**src/sv/assert_macros.svh**
```systemverilog
// Assertion macros shared by the range flow table RTL.
`ifndef ASSERT_MACROS_SVH
`define ASSERT_MACROS_SVH

// Clocked assertion, switched off while reset is held.
`define RFT_ASSERT(lbl, clk, rst_n, prop, msg) \
    lbl: assert property (@(posedge clk) disable iff (!rst_n) prop) else $error(msg);

// Clocked assertion that also holds through reset.
`define RFT_ASSERT_ALWAYS(lbl, clk, prop, msg) \
    lbl: assert property (@(posedge clk) prop) else $error(msg);

`endif

```
**src/sv/rft_pkg.sv**
```systemverilog
// Package for the range flow table: word types, codes and controller links.
`timescale 1ns / 1ps

package rft_pkg;

    // Default configuration
    localparam int DEF_TABLE_DEPTH = 16;
    localparam int DEF_COUNT_WIDTH = 16;

    // Field widths
    localparam int FUNC_W  = 2;
    localparam int ADDR_W  = 16;
    localparam int INDEX_W = 4;
    localparam int KIND_W  = 3;
    localparam int HITS_W  = 5;
    localparam int QUERY_W = 16;
    localparam int PKTS_W  = 16;

    localparam logic [HITS_W-1:0]  HITS_MAX  = '1;
    localparam logic [QUERY_W-1:0] QUERY_MAX = '1;

    // Function codes
    localparam logic [FUNC_W-1:0] FUNC_LOOKUP = 2'd0;
    localparam logic [FUNC_W-1:0] FUNC_ADD    = 2'd1;
    localparam logic [FUNC_W-1:0] FUNC_READ   = 2'd2;
    localparam logic [FUNC_W-1:0] FUNC_NONE   = 2'd3;

    // Result kinds
    localparam logic [KIND_W-1:0] KIND_MATCH = 3'd0;
    localparam logic [KIND_W-1:0] KIND_QUERY = 3'd1;
    localparam logic [KIND_W-1:0] KIND_ADDED = 3'd2;
    localparam logic [KIND_W-1:0] KIND_FULL  = 3'd3;
    localparam logic [KIND_W-1:0] KIND_READ  = 3'd4;

    typedef struct packed {
        logic [FUNC_W-1:0]  func;
        logic [ADDR_W-1:0]  addr_low;
        logic [ADDR_W-1:0]  addr_high;
        logic [INDEX_W-1:0] entry_index;
    } t_in_word;

    typedef struct packed {
        logic [KIND_W-1:0]  result_kind;
        logic [HITS_W-1:0]  hits;
        logic [QUERY_W-1:0] queries_sent;
        logic               entry_valid;
        logic [ADDR_W-1:0]  entry_low;
        logic [ADDR_W-1:0]  entry_high;
        logic [PKTS_W-1:0]  entry_packets;
        logic               entry_drops;
    } t_out_word;

    // Controller to datapath
    typedef struct packed {
        logic load_item;
        logic scan_rd;
        logic entry_rd;
        logic out_load;
    } t_dp_cmd;

    // Datapath to controller
    typedef struct packed {
        logic table_empty;
        logic scan_last;
        logic out_free;
    } t_dp_status;

endpackage

```
**src/sv/rft_ctrl.sv**
```systemverilog
// Sequencer of the range flow table: takes words in and steps scans and reads.
`timescale 1ns / 1ps

module rft_ctrl (
    input  logic                       i_clk,
    input  logic                       i_rst_n,
    input  logic                       i_in_valid,
    input  logic [rft_pkg::FUNC_W-1:0] i_func,
    input  rft_pkg::t_dp_status        i_status,
    output logic                       o_in_stall,
    output rft_pkg::t_dp_cmd           o_cmd
);
    import rft_pkg::*;

    localparam logic [2:0] S_IDLE  = 3'd0;
    localparam logic [2:0] S_SCAN  = 3'd1;
    localparam logic [2:0] S_FLUSH = 3'd2;
    localparam logic [2:0] S_READ  = 3'd3;
    localparam logic [2:0] S_DONE  = 3'd4;

    logic [2:0] r_state;
    logic [2:0] n_state;
    logic       in_accept;

    assign o_in_stall = (r_state != S_IDLE);
    assign in_accept  = i_in_valid && (r_state == S_IDLE);

    // Next state and commands
    always_comb begin
        n_state = r_state;
        o_cmd   = '0;
        unique case (r_state)
            S_IDLE: begin
                if (in_accept) begin
                    o_cmd.load_item = 1'b1;
                    unique case (i_func)
                        FUNC_LOOKUP: n_state = i_status.table_empty ? S_DONE : S_SCAN;
                        FUNC_ADD:    n_state = S_DONE;
                        FUNC_READ:   n_state = S_READ;
                        default:     n_state = S_IDLE;
                    endcase
                end
            end
            S_SCAN: begin
                o_cmd.scan_rd = 1'b1;
                if (i_status.scan_last) begin
                    n_state = S_FLUSH;
                end
            end
            S_FLUSH: begin
                n_state = S_DONE;
            end
            S_READ: begin
                o_cmd.entry_rd = 1'b1;
                n_state        = S_DONE;
            end
            S_DONE: begin
                if (i_status.out_free) begin
                    o_cmd.out_load = 1'b1;
                    n_state        = S_IDLE;
                end
            end
            default: n_state = S_IDLE;
        endcase
    end

    always_ff @(posedge i_clk) begin
        if (!i_rst_n) begin
            r_state <= S_IDLE;
        end else begin
            r_state <= n_state;
        end
    end

endmodule

```
**src/sv/rft_datapath.sv**
```systemverilog
// Datapath of the range flow table: entry memory, range compare, counters, output word.
`timescale 1ns / 1ps

module rft_datapath #(
    parameter int TABLE_DEPTH = rft_pkg::DEF_TABLE_DEPTH,
    parameter int COUNT_WIDTH = rft_pkg::DEF_COUNT_WIDTH
) (
    input  logic                 i_clk,
    input  logic                 i_rst_n,
    input  rft_pkg::t_in_word    i_in,
    input  rft_pkg::t_dp_cmd     i_cmd,
    input  logic                 i_out_stall,
    output rft_pkg::t_dp_status  o_status,
    output logic                 o_out_valid,
    output rft_pkg::t_out_word   o_out
);
    import rft_pkg::*;

    localparam int AW   = (TABLE_DEPTH > 1) ? $clog2(TABLE_DEPTH) : 1;
    localparam int FW   = $clog2(TABLE_DEPTH + 1);
    localparam int CMPW = (FW > INDEX_W) ? FW : INDEX_W;
    localparam int MW   = (COUNT_WIDTH > PKTS_W) ? COUNT_WIDTH : PKTS_W;
    localparam logic [FW-1:0] FILL_FULL = FW'(TABLE_DEPTH);

    // Entry memory, one row per rule
    logic [ADDR_W-1:0]      mem_low  [TABLE_DEPTH];
    logic [ADDR_W-1:0]      mem_high [TABLE_DEPTH];
    logic [COUNT_WIDTH-1:0] mem_cnt  [TABLE_DEPTH];
    logic                   mem_drop [TABLE_DEPTH];

    t_in_word               r_item;
    logic [FW-1:0]          r_fill;
    logic [QUERY_W-1:0]     r_query;
    logic [HITS_W-1:0]      r_hits;
    logic [AW-1:0]          r_scan_idx;
    logic                   r_chk;
    logic [AW-1:0]          r_chk_addr;
    logic [ADDR_W-1:0]      r_rd_low;
    logic [ADDR_W-1:0]      r_rd_high;
    logic [COUNT_WIDTH-1:0] r_rd_cnt;
    logic                   r_rd_drop;
    logic                   r_out_valid;
    t_out_word              r_out;

    logic                   table_full;
    logic                   hit;
    logic                   rd_en;
    logic [AW-1:0]          rd_addr;
    logic                   wr_en;
    logic [AW-1:0]          wr_addr;
    logic [ADDR_W-1:0]      wr_low;
    logic [ADDR_W-1:0]      wr_high;
    logic [COUNT_WIDTH-1:0] wr_cnt;
    logic                   wr_drop;
    logic                   add_commit;
    logic [CMPW-1:0]        idx_cmp;
    logic                   entry_ok;
    logic [MW-1:0]          cnt_ext;
    logic [QUERY_W-1:0]     n_query;
    t_out_word              n_out;

    assign table_full = (r_fill == FILL_FULL);
    assign idx_cmp    = CMPW'(r_item.entry_index);
    assign entry_ok   = (idx_cmp < CMPW'(r_fill));

    // Status to the sequencer
    assign o_status.table_empty = (r_fill == '0);
    assign o_status.scan_last   = (FW'(r_scan_idx) == (r_fill - FW'(1)));
    assign o_status.out_free    = !r_out_valid || !i_out_stall;

    // Range check of the row read in the previous cycle
    assign hit = r_chk && (r_rd_low <= r_item.addr_low) && (r_rd_high >= r_item.addr_high);

    // Read port: scan row or requested entry
    assign rd_en   = i_cmd.scan_rd || i_cmd.entry_rd;
    assign rd_addr = i_cmd.entry_rd ? idx_cmp[AW-1:0] : r_scan_idx;

    // Write port: counter write-back on a hit, new rule on commit of an add
    assign add_commit = i_cmd.out_load && (r_item.func == FUNC_ADD) && !table_full;
    always_comb begin
        wr_en   = hit || add_commit;
        wr_addr = r_chk_addr;
        wr_low  = r_rd_low;
        wr_high = r_rd_high;
        wr_cnt  = (r_rd_cnt == '1) ? r_rd_cnt : r_rd_cnt + COUNT_WIDTH'(1);
        wr_drop = r_rd_drop;
        if (add_commit) begin
            wr_addr = r_fill[AW-1:0];
            wr_low  = r_item.addr_low;
            wr_high = r_item.addr_high;
            wr_cnt  = COUNT_WIDTH'(1);
            wr_drop = 1'b1;
        end
    end

    always_ff @(posedge i_clk) begin
        if (wr_en) begin
            mem_low[wr_addr]  <= wr_low;
            mem_high[wr_addr] <= wr_high;
            mem_cnt[wr_addr]  <= wr_cnt;
            mem_drop[wr_addr] <= wr_drop;
        end
        if (rd_en) begin
            r_rd_low  <= mem_low[rd_addr];
            r_rd_high <= mem_high[rd_addr];
            r_rd_cnt  <= mem_cnt[rd_addr];
            r_rd_drop <= mem_drop[rd_addr];
        end
    end

    // Result word
    assign cnt_ext = MW'(r_rd_cnt);
    always_comb begin
        n_query = r_query;
        n_out   = '0;
        case (r_item.func)
            FUNC_LOOKUP: begin
                n_out.hits = r_hits;
                if (r_hits == '0) begin
                    n_out.result_kind = KIND_QUERY;
                    if (r_query != QUERY_MAX) begin
                        n_query = r_query + QUERY_W'(1);
                    end
                end else begin
                    n_out.result_kind = KIND_MATCH;
                end
            end
            FUNC_ADD: begin
                n_out.result_kind = table_full ? KIND_FULL : KIND_ADDED;
            end
            FUNC_READ: begin
                n_out.result_kind = KIND_READ;
                if (entry_ok) begin
                    n_out.entry_valid   = 1'b1;
                    n_out.entry_low     = r_rd_low;
                    n_out.entry_high    = r_rd_high;
                    n_out.entry_packets = (cnt_ext > MW'(17'h0FFFF)) ? '1
                                                                     : cnt_ext[PKTS_W-1:0];
                    n_out.entry_drops   = r_rd_drop;
                end
            end
            default: n_out.result_kind = KIND_MATCH;
        endcase
        n_out.queries_sent = n_query;
    end

    // Item latch, scan pointer and hit tally
    always_ff @(posedge i_clk) begin
        if (i_cmd.load_item) begin
            r_item     <= i_in;
            r_hits     <= '0;
            r_scan_idx <= '0;
        end else begin
            if (i_cmd.scan_rd) begin
                r_scan_idx <= r_scan_idx + AW'(1);
            end
            if (hit && (r_hits != HITS_MAX)) begin
                r_hits <= r_hits + HITS_W'(1);
            end
        end
        if (i_cmd.scan_rd) begin
            r_chk_addr <= r_scan_idx;
        end
        if (i_cmd.out_load) begin
            r_out <= n_out;
        end
    end

    // Control state
    always_ff @(posedge i_clk) begin
        if (!i_rst_n) begin
            r_fill      <= '0;
            r_query     <= '0;
            r_chk       <= 1'b0;
            r_out_valid <= 1'b0;
        end else begin
            r_chk <= i_cmd.scan_rd;
            if (i_cmd.out_load) begin
                r_query     <= n_query;
                r_out_valid <= 1'b1;
            end else if (!i_out_stall) begin
                r_out_valid <= 1'b0;
            end
            if (add_commit) begin
                r_fill <= r_fill + FW'(1);
            end
        end
    end

    assign o_out_valid = r_out_valid;
    assign o_out       = r_out;

endmodule

```
**src/sv/range_flow_table_unit.sv**
```systemverilog
// Top level of the range flow table: sequencer, datapath and checks.
//
// Input words (lookup, add rule, read entry) arrive on i_in with i_in_valid;
// the block holds o_in_stall high while it works on a word. Each word except
// the unused function code gives one result word on o_out, held in an output
// register with o_out_valid until a cycle with i_out_stall low takes it.
// Steps from acceptance until the result stands in the output register:
//   lookup: scan of every rule, flush, then load (straight to the load when
//   the table is empty), add rule: load, read entry: row read, then load.
// The next word can be taken in the cycle after the load; a word with the
// unused code is dropped in the cycle it is taken. A lookup walks the entry
// memory one row per cycle through its single read port, checks the range of
// each row in the following cycle and writes the raised counter back, so its
// cost grows with the fill level of the table.
// A result waiting under stall does not block the next word; only the load
// of a new result waits until the output register is free.
// Synchronous reset empties the table, clears the query count and drops any
// pending result; entry memory keeps its contents but rows beyond the fill
// level are never used.
`timescale 1ns / 1ps
`include "assert_macros.svh"

module range_flow_table_unit #(
    parameter int TABLE_DEPTH = rft_pkg::DEF_TABLE_DEPTH,
    parameter int COUNT_WIDTH = rft_pkg::DEF_COUNT_WIDTH
) (
    input  logic               i_clk,
    input  logic               i_rst_n,
    input  logic               i_in_valid,
    output logic               o_in_stall,
    input  rft_pkg::t_in_word  i_in,
    output logic               o_out_valid,
    input  logic               i_out_stall,
    output rft_pkg::t_out_word o_out
);
    import rft_pkg::*;

    t_dp_cmd    cmd;
    t_dp_status status;
    logic       in_accept;

    assign in_accept = i_in_valid && !o_in_stall;

    rft_ctrl u_ctrl (
        .i_clk      (i_clk),
        .i_rst_n    (i_rst_n),
        .i_in_valid (i_in_valid),
        .i_func     (i_in.func),
        .i_status   (status),
        .o_in_stall (o_in_stall),
        .o_cmd      (cmd)
    );

    rft_datapath #(
        .TABLE_DEPTH (TABLE_DEPTH),
        .COUNT_WIDTH (COUNT_WIDTH)
    ) u_datapath (
        .i_clk       (i_clk),
        .i_rst_n     (i_rst_n),
        .i_in        (i_in),
        .i_cmd       (cmd),
        .i_out_stall (i_out_stall),
        .o_status    (status),
        .o_out_valid (o_out_valid),
        .o_out       (o_out)
    );

    // A result is only loaded into a free output register
    `RFT_ASSERT(a_load_free, i_clk, i_rst_n, cmd.out_load |-> status.out_free, "result load while output busy")
    // A word that gives a result keeps the input stalled in the next cycle
    `RFT_ASSERT(a_busy_after_take, i_clk, i_rst_n, (in_accept && (i_in.func != FUNC_NONE)) |=> o_in_stall, "input open while word in flight")
    // No scan of an empty table
    `RFT_ASSERT(a_scan_nonempty, i_clk, i_rst_n, cmd.scan_rd |-> !status.table_empty, "scan of empty table")

endmodule

```
**config.mk**
```make
export PLATFORM = sky130hd
export DESIGN_NAME = range_flow_table_unit
export DESIGN_NICKNAME = d
export VERILOG_FILES = /design/src/sv/rft_pkg.sv /design/src/sv/rft_ctrl.sv /design/src/sv/rft_datapath.sv /design/src/sv/range_flow_table_unit.sv
export VERILOG_INCLUDE_DIRS = /design/src /design/src/sv
export SDC_FILE = /design/constraint.sdc
export NUM_CORES = 1
export LEC_CHECK = 0
export BUFFER_PORTS_ARGS = -buffer_cell sky130_fd_sc_hd__buf_2
export CAP_MARGIN = 20
export CORE_MARGIN = 5
export CORE_UTILIZATION = 35
export CTS_BUF_LIST = sky130_fd_sc_hd__clkbuf_16
export CTS_CLUSTER_DIAMETER = 40
export DETAILED_ROUTE_END_ITERATION = 7
export MAX_ROUTING_LAYER = met4
export PLACE_DENSITY = 0.56
export SLEW_MARGIN = 10
export SYNTH_ARGS = -nofsm -noshare
export SYNTH_HDL_FRONTEND = slang
export SYNTH_SLANG_ARGS = --single-unit
```
**constraint.sdc**
```tcl
create_clock -name i_clk -period 7 [get_ports i_clk]
set_input_delay 0.7 -clock i_clk [delete_from_list [all_inputs] [get_ports i_clk]]
set_output_delay 0.7 -clock i_clk [all_outputs]
set_load 0.03 [all_outputs]
```
==> impl_metrics.py, run 1 <==
metrics = {
    "route": {
        "via_per_inst": 5.23,
        "drc": 0,
        "wl_per_cell_um": 24.9,
        "dr.pass1.iters": 5,
        "vias": 19600,
        "drt_iter0_markers": 1854,
        "wl_mm": 93.4,
        "drtAntennaViolNets": 0,
    },
    "final_layout": {
        "fill_cells": 9486,
        "syn_to_final_growth_pct": 19.0,
        "drive_gt1_share_pct": 28.3,
        "finalNonFillerCells": 3752,
        "fin_area_um2": 45800,
        "nNetsFinal": 2317,
    },
    "synthesis": {
        "synth-seq-cells": 984,
        "synth_top_cell_by_area": "edfxtp_1",
        "syn_area_um2": 38500,
        "yosysWarnings": 0,
        "yosysSeqAreaShare_pct": 75.8,
        "synthSimpleGateAreaFrac_pct": 4.65,
        "synth_top_area_share_pct": 74.0,
        "async_flop_share_pct": 0,
        "synth_edf_count": 949,
        "synth_compound_area_share_pct": 3.51,
        "synth_xor_area_share_pct": 1.00,
        "synth.avg_cell_area_um2": 19.3,
        "muxShareOfSynthArea_pct": 12.0,
        "yosysMostFrequentCell": "edfxtp_1",
        "synth_area_leaders": "edfxtp_1 74%, mux4_2 11%, a22oi_1 1.9%",
        "synth_fa_ha_area_share_pct": 1.40,
        "synth_top_family_by_area": "multiplexers",
        "netlist_instances": 1990,
        "yosysUniqueCellTypes": 62,
        "synthTopCellsByCount": "949 x edfxtp_1, 196 x mux4_2, 128 x nand2_1, 98 x a22oi_1, 74 x nor2_1",
        "synth_nets": 2075,
        "synth_ff_type": "edfxtp_1",
    },
    "grt": {
        "overflow": 0,
        "track_usage_pct": 16.4,
        "grt_antenna_before_repair": 5,
        "grt_pass1_vias": 20400,
        "grt_start_max_net_pins": 94,
        "grt_pass1_wl_mm": 138,
    },
    "floorplan": {
        "coreArea_um2": 109000,
        "row_count": 121,
        "die_area_um2": 117000,
        "chipHeight_um": 342,
        "start_util_pct": 35.3,
        "io_pins": 118,
        "die_w_um": 342,
    },
    "sta": {
        "period_needed_ns": 4.64,
        "drv_slew": 0,
        "hold_viol": 0,
        "max_freq_mhz": 216,
        "relSlewSlack_pct": 25.5,
        "clock_skew_ns": 0.0261,
        "finalCritPeriodShare_pct": 66.2,
        "worstMarginPinSlew_ns": 1.12,
        "finalSetupViolations": 0,
        "rsz0062_at_grt": "false",
        "tns_ns": 0,
    },
    "critical_path": {
        "critPathMaxStageDelay_ns": 0.92,
        "crit_type": "reg2reg",
        "cp.arrival_ns": 4.99,
        "cp-end-kind": "flop",
        "path_delay_family": "compound AO/OA/AOI/OAI gates",
        "critPathMaxFanout": 27,
        "critPathLaunchType": "flop",
        "path_cells": "ha_1, a21oi_1, o21ai_0, a221o_1, o31ai_2, a31oi_1, nor2_4, buf_4",
        "cp.buffers_inverters": 1,
        "critPathSlowestCell": "nor2_4",
        "worst-endpoint-required_ns": 7.35,
    },
    "flow_run": {
        "maxCapViolCount": 0,
    },
    "pwr": {
        "cellLeakagePower_uw": 0.0154,
        "pwr_density_cell_nw_per_um2": 314,
        "ir_drop_v": 0.000204,
    },
    "placement": {
        "postPlaceCellArea_um2": 41300,
        "io_buffers": 117,
        "place.gp.congestion": 0.798,
        "dpl.hpwl_mm": 53.3,
        "dp.cells": 3502,
    },
    "clock_network": {
        "clockBufferDepth": 3,
        "cts_made_buffers": 134,
        "cts.clk_slew.worst_paths_ns": 0.06,
        "htreeDepth": 4,
        "cts_tree": "done",
        "cts_setup_buffers": 0,
        "cts_root_buffer": "clkbuf_16",
        "clk_latency_ns": 0.73,
        "hold_buffers": 0,
        "clock_sinks": 984,
        "cts_resized": 0,
    },
    "status": {
        "outcome": "finished clean",
    },
    "min_path": {
        "hold_path.class": "in2reg",
    },
}
-- power by group --
| group | switching (uW) | internal, uW | leakage, uW | total, uW |
|---|---|---|---|---|
| sequential | 51.7 | 6630 | 0.00884 | 6680 |
| clock | 2680 | 3920 | 0.00216 | 6590 |
| combinational | 687 | 439 | 0.00441 | 1130 |
-- final timing paths --
kind | start | end | slack, ns | cells past startpoint
max reg2reg | u_datapath.r_rd_low[5] | u_datapath.mem_cnt[11][15] | 2.36 | 8
max | u_datapath.r_rd_low[5] | u_datapath.mem_cnt[11][15] | 2.36 | 8
min | i_in[9] | u_datapath.r_item[9] | 0.16 | 1
min reg2reg | u_datapath.o_out_valid | u_datapath.o_out_valid | 0.51 | 2
-- flip-flops by register name (all words and copies together) (netlist names), 3 cells and up --
name                   cells
u_datapath.o_out          74
u_ctrl.r_state             3
u_datapath.mem_high      256
u_datapath.r_scan_idx      4
u_datapath.r_rd_high      16
u_datapath.r_item         34
u_datapath.mem_cnt       256
u_datapath.r_hits          5
u_datapath.idx_cmp         4
u_datapath.mem_drop       16
u_datapath.r_fill          5
u_datapath.mem_low       256
u_datapath.r_rd_low       16
u_datapath.cnt_ext        16
u_datapath.r_chk_addr      4
u_datapath.r_query        16
-- per-stage QoR --
stage          setup WS, ns  total power [uW]  hold slack (ns)  util, %
6_report               2.36             14400            0.161     42.0
5_1_grt                2.13             14900            0.120     42.0
4_1_cts                2.22             14600            0.104     41.9
3_5_place_dp           2.13              7940            0.498     37.9
3_3_place_gp           2.24              7930            0.474     37.9
2_1_floorplan          1.29              7590            0.406        -
-- routing by layer --
metal	vias to the layer above	track usage, %	wire, um
met5	-	-	0
met4	0	5.07	2340
met3	142	3.66	6810
met2	687	24.3	42700
met1	10200	22.9	41600
li1	8558	-	-
-- final cells by class --
type	instances	area, um^2	share of cell area (%)
Clock inverter	107	1050	2.29
Timing Repair Buffer	196	1350	2.95
Multi-Input combinational cell	867	8900	19.4
Sequential cell	984	29200	63.7
Tap cell	1414	1770	3.86
Inverter	49	186	0.407
Antenna cell	1	2.50	0.00546
Clock buffer	134	3350	7.32
-- layout by cell type, fill, tap and decap left out, drive strengths merged, types with 3 or more instances in the layout --
cell type,instances
ha,43
nand2,129
nand3,24
nor2,74
mux2i,11
a31oi,10
nor4,6
dfxtp,35
buf,196
inv,88
and3,8
nand2b,7
nand4,17
edfxtp,949
mux4,196
o31ai,4
a21o,3
clkinvlp,14
nor3b,4
bufinv,9
nor2b,6
clkinv,45
o21ai,42
clkbuf,134
mux2,7
xor2,16
or2,5
a21oi,27
xnor2,28
and2,54
a22oi,98
nor3,25
-- worst reg2reg max path: stages (launching register included) --
cell	delay (ns)
edfxtp_1	0.42
ha_1	0.34
a21oi_1	0.16
o21ai_0	0.10
a221o_1	0.37
o31ai_2	0.78
a31oi_1	0.57
nor2_4	0.93
buf_4	0.59
-- logic make-up after synthesis --
logic type / after synthesis
simple gates: 365
mux: 214
buf+inv: 139
fa+ha+maj: 43
xor+xnor: 44
compound gates: 201
flops: 984
No activity file was read; power rests on OpenSTA's default activity.
==> inputs of run 2 (changes only) <==
Settings changed: ABC_AREA set to 1.
Clock period 7 ns to 4.6 ns, I/O delays scaled along.
==> impl_metrics.py, run 2 <==
metrics = {
    "status": {
        "outcome": "finished clean",
    },
    "critical_path": {
        "worst-endpoint-required_ns": 5.00,
        "r2r_slack_ns": 0.68,
        "reg2regPathDepth": 12,
        "crit_type": "reg2reg",
        "path_delay_family": "simple AND/OR/NAND/NOR gates",
        "path_cells": "ha_1, nand2_1, inv_1, nand3_1, nor3_1, nand3_1, a21oi_1, nand2_1, nand2_1, nand2_1, nor2_4, buf_12",
        "reg2reg_to": "u_datapath.mem_high[2][2]",
        "endpoint": "u_datapath.mem_high[2][2]",
        "critPathMaxFanout": 18,
        "cp-end-kind": "flop",
        "path_depth": 12,
        "startpoint": "u_datapath.r_rd_low[10]",
        "critPathLaunchType": "flop",
        "cp.buffers_inverters": 2,
        "r2r_start": "u_datapath.r_rd_low[10]",
        "cp.arrival_ns": 4.32,
        "critPathMostFrequentCell": "nand2_1",
        "critPathMaxStageDelay_ns": 0.64,
        "critPathSlowestCell": "nor2_4",
    },
    "final_layout": {
        "drive_gt1_share_pct": 14.1,
        "fill_cells": 10300,
        "final_cell_mix": "949 x edfxtp_1, 512 x nor2_1, 449 x o21ai_0",
        "finalNonFillerCells": 4885,
        "multi_input_area_um2": 9060,
        "fin_area_um2": 47400,
        "syn_to_final_growth_pct": 19.7,
        "reg.largest.list": "u_datapath.mem_cnt x256, u_datapath.mem_high x256, u_datapath.mem_low x256",
        "nNetsFinal": 3362,
        "regArea_um2": 29200,
        "mostFrequentLayoutCell": "edfxtp_1",
    },
    "synthesis": {
        "synth_ff_type": "edfxtp_1",
        "synth_edf_count": 949,
        "yosysMostFrequentCell": "edfxtp_1",
        "synthTopCellsByCount": "949 x edfxtp_1, 529 x nor2_1, 450 x o21ai_0, 202 x nand2_1, 177 x inv_1",
        "synth_area_leaders": "edfxtp_1 72%, o21ai_0 5.7%, nor2_1 5.0%",
        "synth_top_area_share_pct": 71.9,
        "syn_area_um2": 39600,
        "netlist_instances": 3059,
        "synth_compound_area_share_pct": 11.6,
        "yosysUniqueCellTypes": 44,
        "synthSimpleGateAreaFrac_pct": 9.14,
        "yosysSeqAreaShare_pct": 73.7,
        "async_flop_share_pct": 0,
        "synth_xor_area_share_pct": 0.376,
        "muxShareOfSynthArea_pct": 0,
        "synth_top_cell_by_area": "edfxtp_1",
        "synth.avg_cell_area_um2": 13.0,
        "synth_fa_ha_area_share_pct": 1.36,
        "synth-seq-cells": 984,
        "synth_top_family_by_area": "compound AO/OA/AOI/OAI gates",
        "yosysWarnings": 0,
        "synth_nets": 3144,
    },
    "pwr": {
        "clkPwrFrac_pct": 38.2,
        "seq_power_share_pct": 39.6,
        "cellLeakagePower_uw": 0.0164,
        "share_comb_of_total_power_pct": 22.1,
        "ir_drop_v": 0.000517,
        "pwr_density_cell_nw_per_um2": 583,
        "p_int_uw": 19000,
        "switching_power_uw": 8700,
        "swShare_pct": 31.5,
    },
    "clock_network": {
        "cts_root_buffer": "clkbuf_16",
        "cts.clk_slew.worst_paths_ns": 0.06,
        "clock_sinks": 984,
        "clk_latency_ns": 0.72,
        "htreeDepth": 4,
        "clockBufferDepth": 3,
        "cts_tree": "done",
        "cts_setup_buffers": 0,
        "cts_made_buffers": 135,
        "cts_resized": 0,
    },
    "sta": {
        "finalSetupViolations": 0,
        "drv_slew": 0,
        "clock_skew_ns": 0.0331,
        "finalCritPeriodShare_pct": 85.2,
        "max_freq_mhz": 255,
        "rsz0062_at_grt": "false",
        "relSlewSlack_pct": 28.3,
        "worstMarginPinSlew_ns": 1.07,
        "period_needed_ns": 3.92,
        "hold_viol": 0,
        "tns_ns": 0,
    },
    "floorplan": {
        "coreArea_um2": 112000,
        "start_util_pct": 35.2,
        "die_area_um2": 120000,
        "io_pins": 118,
        "row_count": 123,
        "chipHeight_um": 347,
        "die_w_um": 347,
    },
    "placement": {
        "dp.cells": 4602,
        "dpl.hpwl_mm": 61.9,
        "postPlaceCellArea_um2": 42400,
        "io_buffers": 117,
        "place.gp.congestion": 0.805,
    },
    "route": {
        "dr.pass1.iters": 7,
        "wl_mm": 106,
        "vias": 25400,
        "wl_per_cell_um": 21.7,
        "drc": 0,
        "drt_iter0_markers": 2473,
        "drtAntennaViolNets": 0,
        "via_per_inst": 5.20,
    },
    "flow_run": {
        "maxCapViolCount": 0,
    },
    "grt": {
        "overflow": 0,
        "grt_pass1_vias": 24800,
        "grt_pass1_wl_mm": 160,
        "grt_start_max_net_pins": 153,
        "track_usage_pct": 17.8,
        "grt_antenna_before_repair": 7,
    },
    "min_path": {
        "hold_path.class": "in2reg",
    },
}
[run 2: how the worst min path moves through the flow]
stage / from / end / slack, ns / cells after the start
final: i_in[35] / u_datapath.r_item[35] / 0.05 / 1
after global routing: i_in[35] / u_datapath.r_item[35] / 0.08 / 1
after CTS: i_in[35] / u_datapath.r_item[35] / 0.03 / 1
after detailed placement: u_datapath.o_out_valid / u_datapath.o_out_valid / 0.51 / 2
after global placement: u_datapath.o_out_valid / u_datapath.o_out_valid / 0.50 / 2
after floorplan: u_datapath.r_scan_idx[2] / u_datapath.r_chk_addr[2] / 0.45 / 0
[run 2: area by class of cell]
cell class / instances / area share (%)
sequential: 984 / 61.5
timing repair buffer: 259 / 4.18
clock inverter: 106 / 2.44
inverter: 185 / 1.50
antenna: 1 / 0.00527
clock buffer: 138 / 7.28
multi-input combinational: 1712 / 19.1
tap: 1500 / 3.96
[run 2: kinds of logic (layout without fill, tap and decap cells)]
group / count (synthesis) / count (layout)
compound gates: 756 / 756
xor+xnor: 17 / 17
fa+ha+maj: 43 / 43
buf+inv: 363 / 688
other cells: 0 / 1
flops: 984 / 984
simple gates: 896 / 896
[run 2: worst register-to-register path: stages, from the launching register on]
cell      delay (ns)
edfxtp_1        0.42
ha_1            0.31
nand2_1         0.05
inv_1           0.07
nand3_1         0.07
nor3_1          0.49
nand3_1         0.18
a21oi_1         0.43
nand2_1         0.17
nand2_1         0.22
nand2_1         0.28
nor2_4          0.65
buf_12          0.27
[run 2: power groups by stage]
stage               clock, uW  combinational (uW)  sequential [uW]
global placement            0                6080            11100
floorplan                   0                3750            11200
finish                  10600                6120            11000
global route            11200                6760            11000
CTS                     10800                6140            11000
detailed placement          0                6100            11100
[run 2: repair_timing]
action / 4_1_cts / 5_1_grt
hold buffers: 38 / 0
endpoints found under the setup margin: 0 / 0
endpoints found under the hold margin: 38 / 0
[run 2: metrics by stage]
step | worst slack (ns) | utilization, % | hold slack [ns] | power (uW)
2_1_floorplan | 0.426 | - | 0.453 | 15000
3_3_place_gp | 0.656 | 37.7 | 0.501 | 17200
3_5_place_dp | 0.550 | 37.7 | 0.514 | 17200
4_1_cts | 0.520 | 42.2 | 0.0303 | 27900
5_1_grt | 0.382 | 42.2 | 0.0840 | 28900
6_report | 0.682 | 42.2 | 0.0491 | 27700
[run 2: metal layers]
layer / GRT usage (%) / vias to the layer above / routed length (um)
met2: 25.9 / 926 / 47000
li1: - / 11700 / -
met3: 3.72 / 161 / 8430
met4: 4.91 / 0 / 2300
met1: 25.5 / 12600 / 48300
met5: - / - / 0
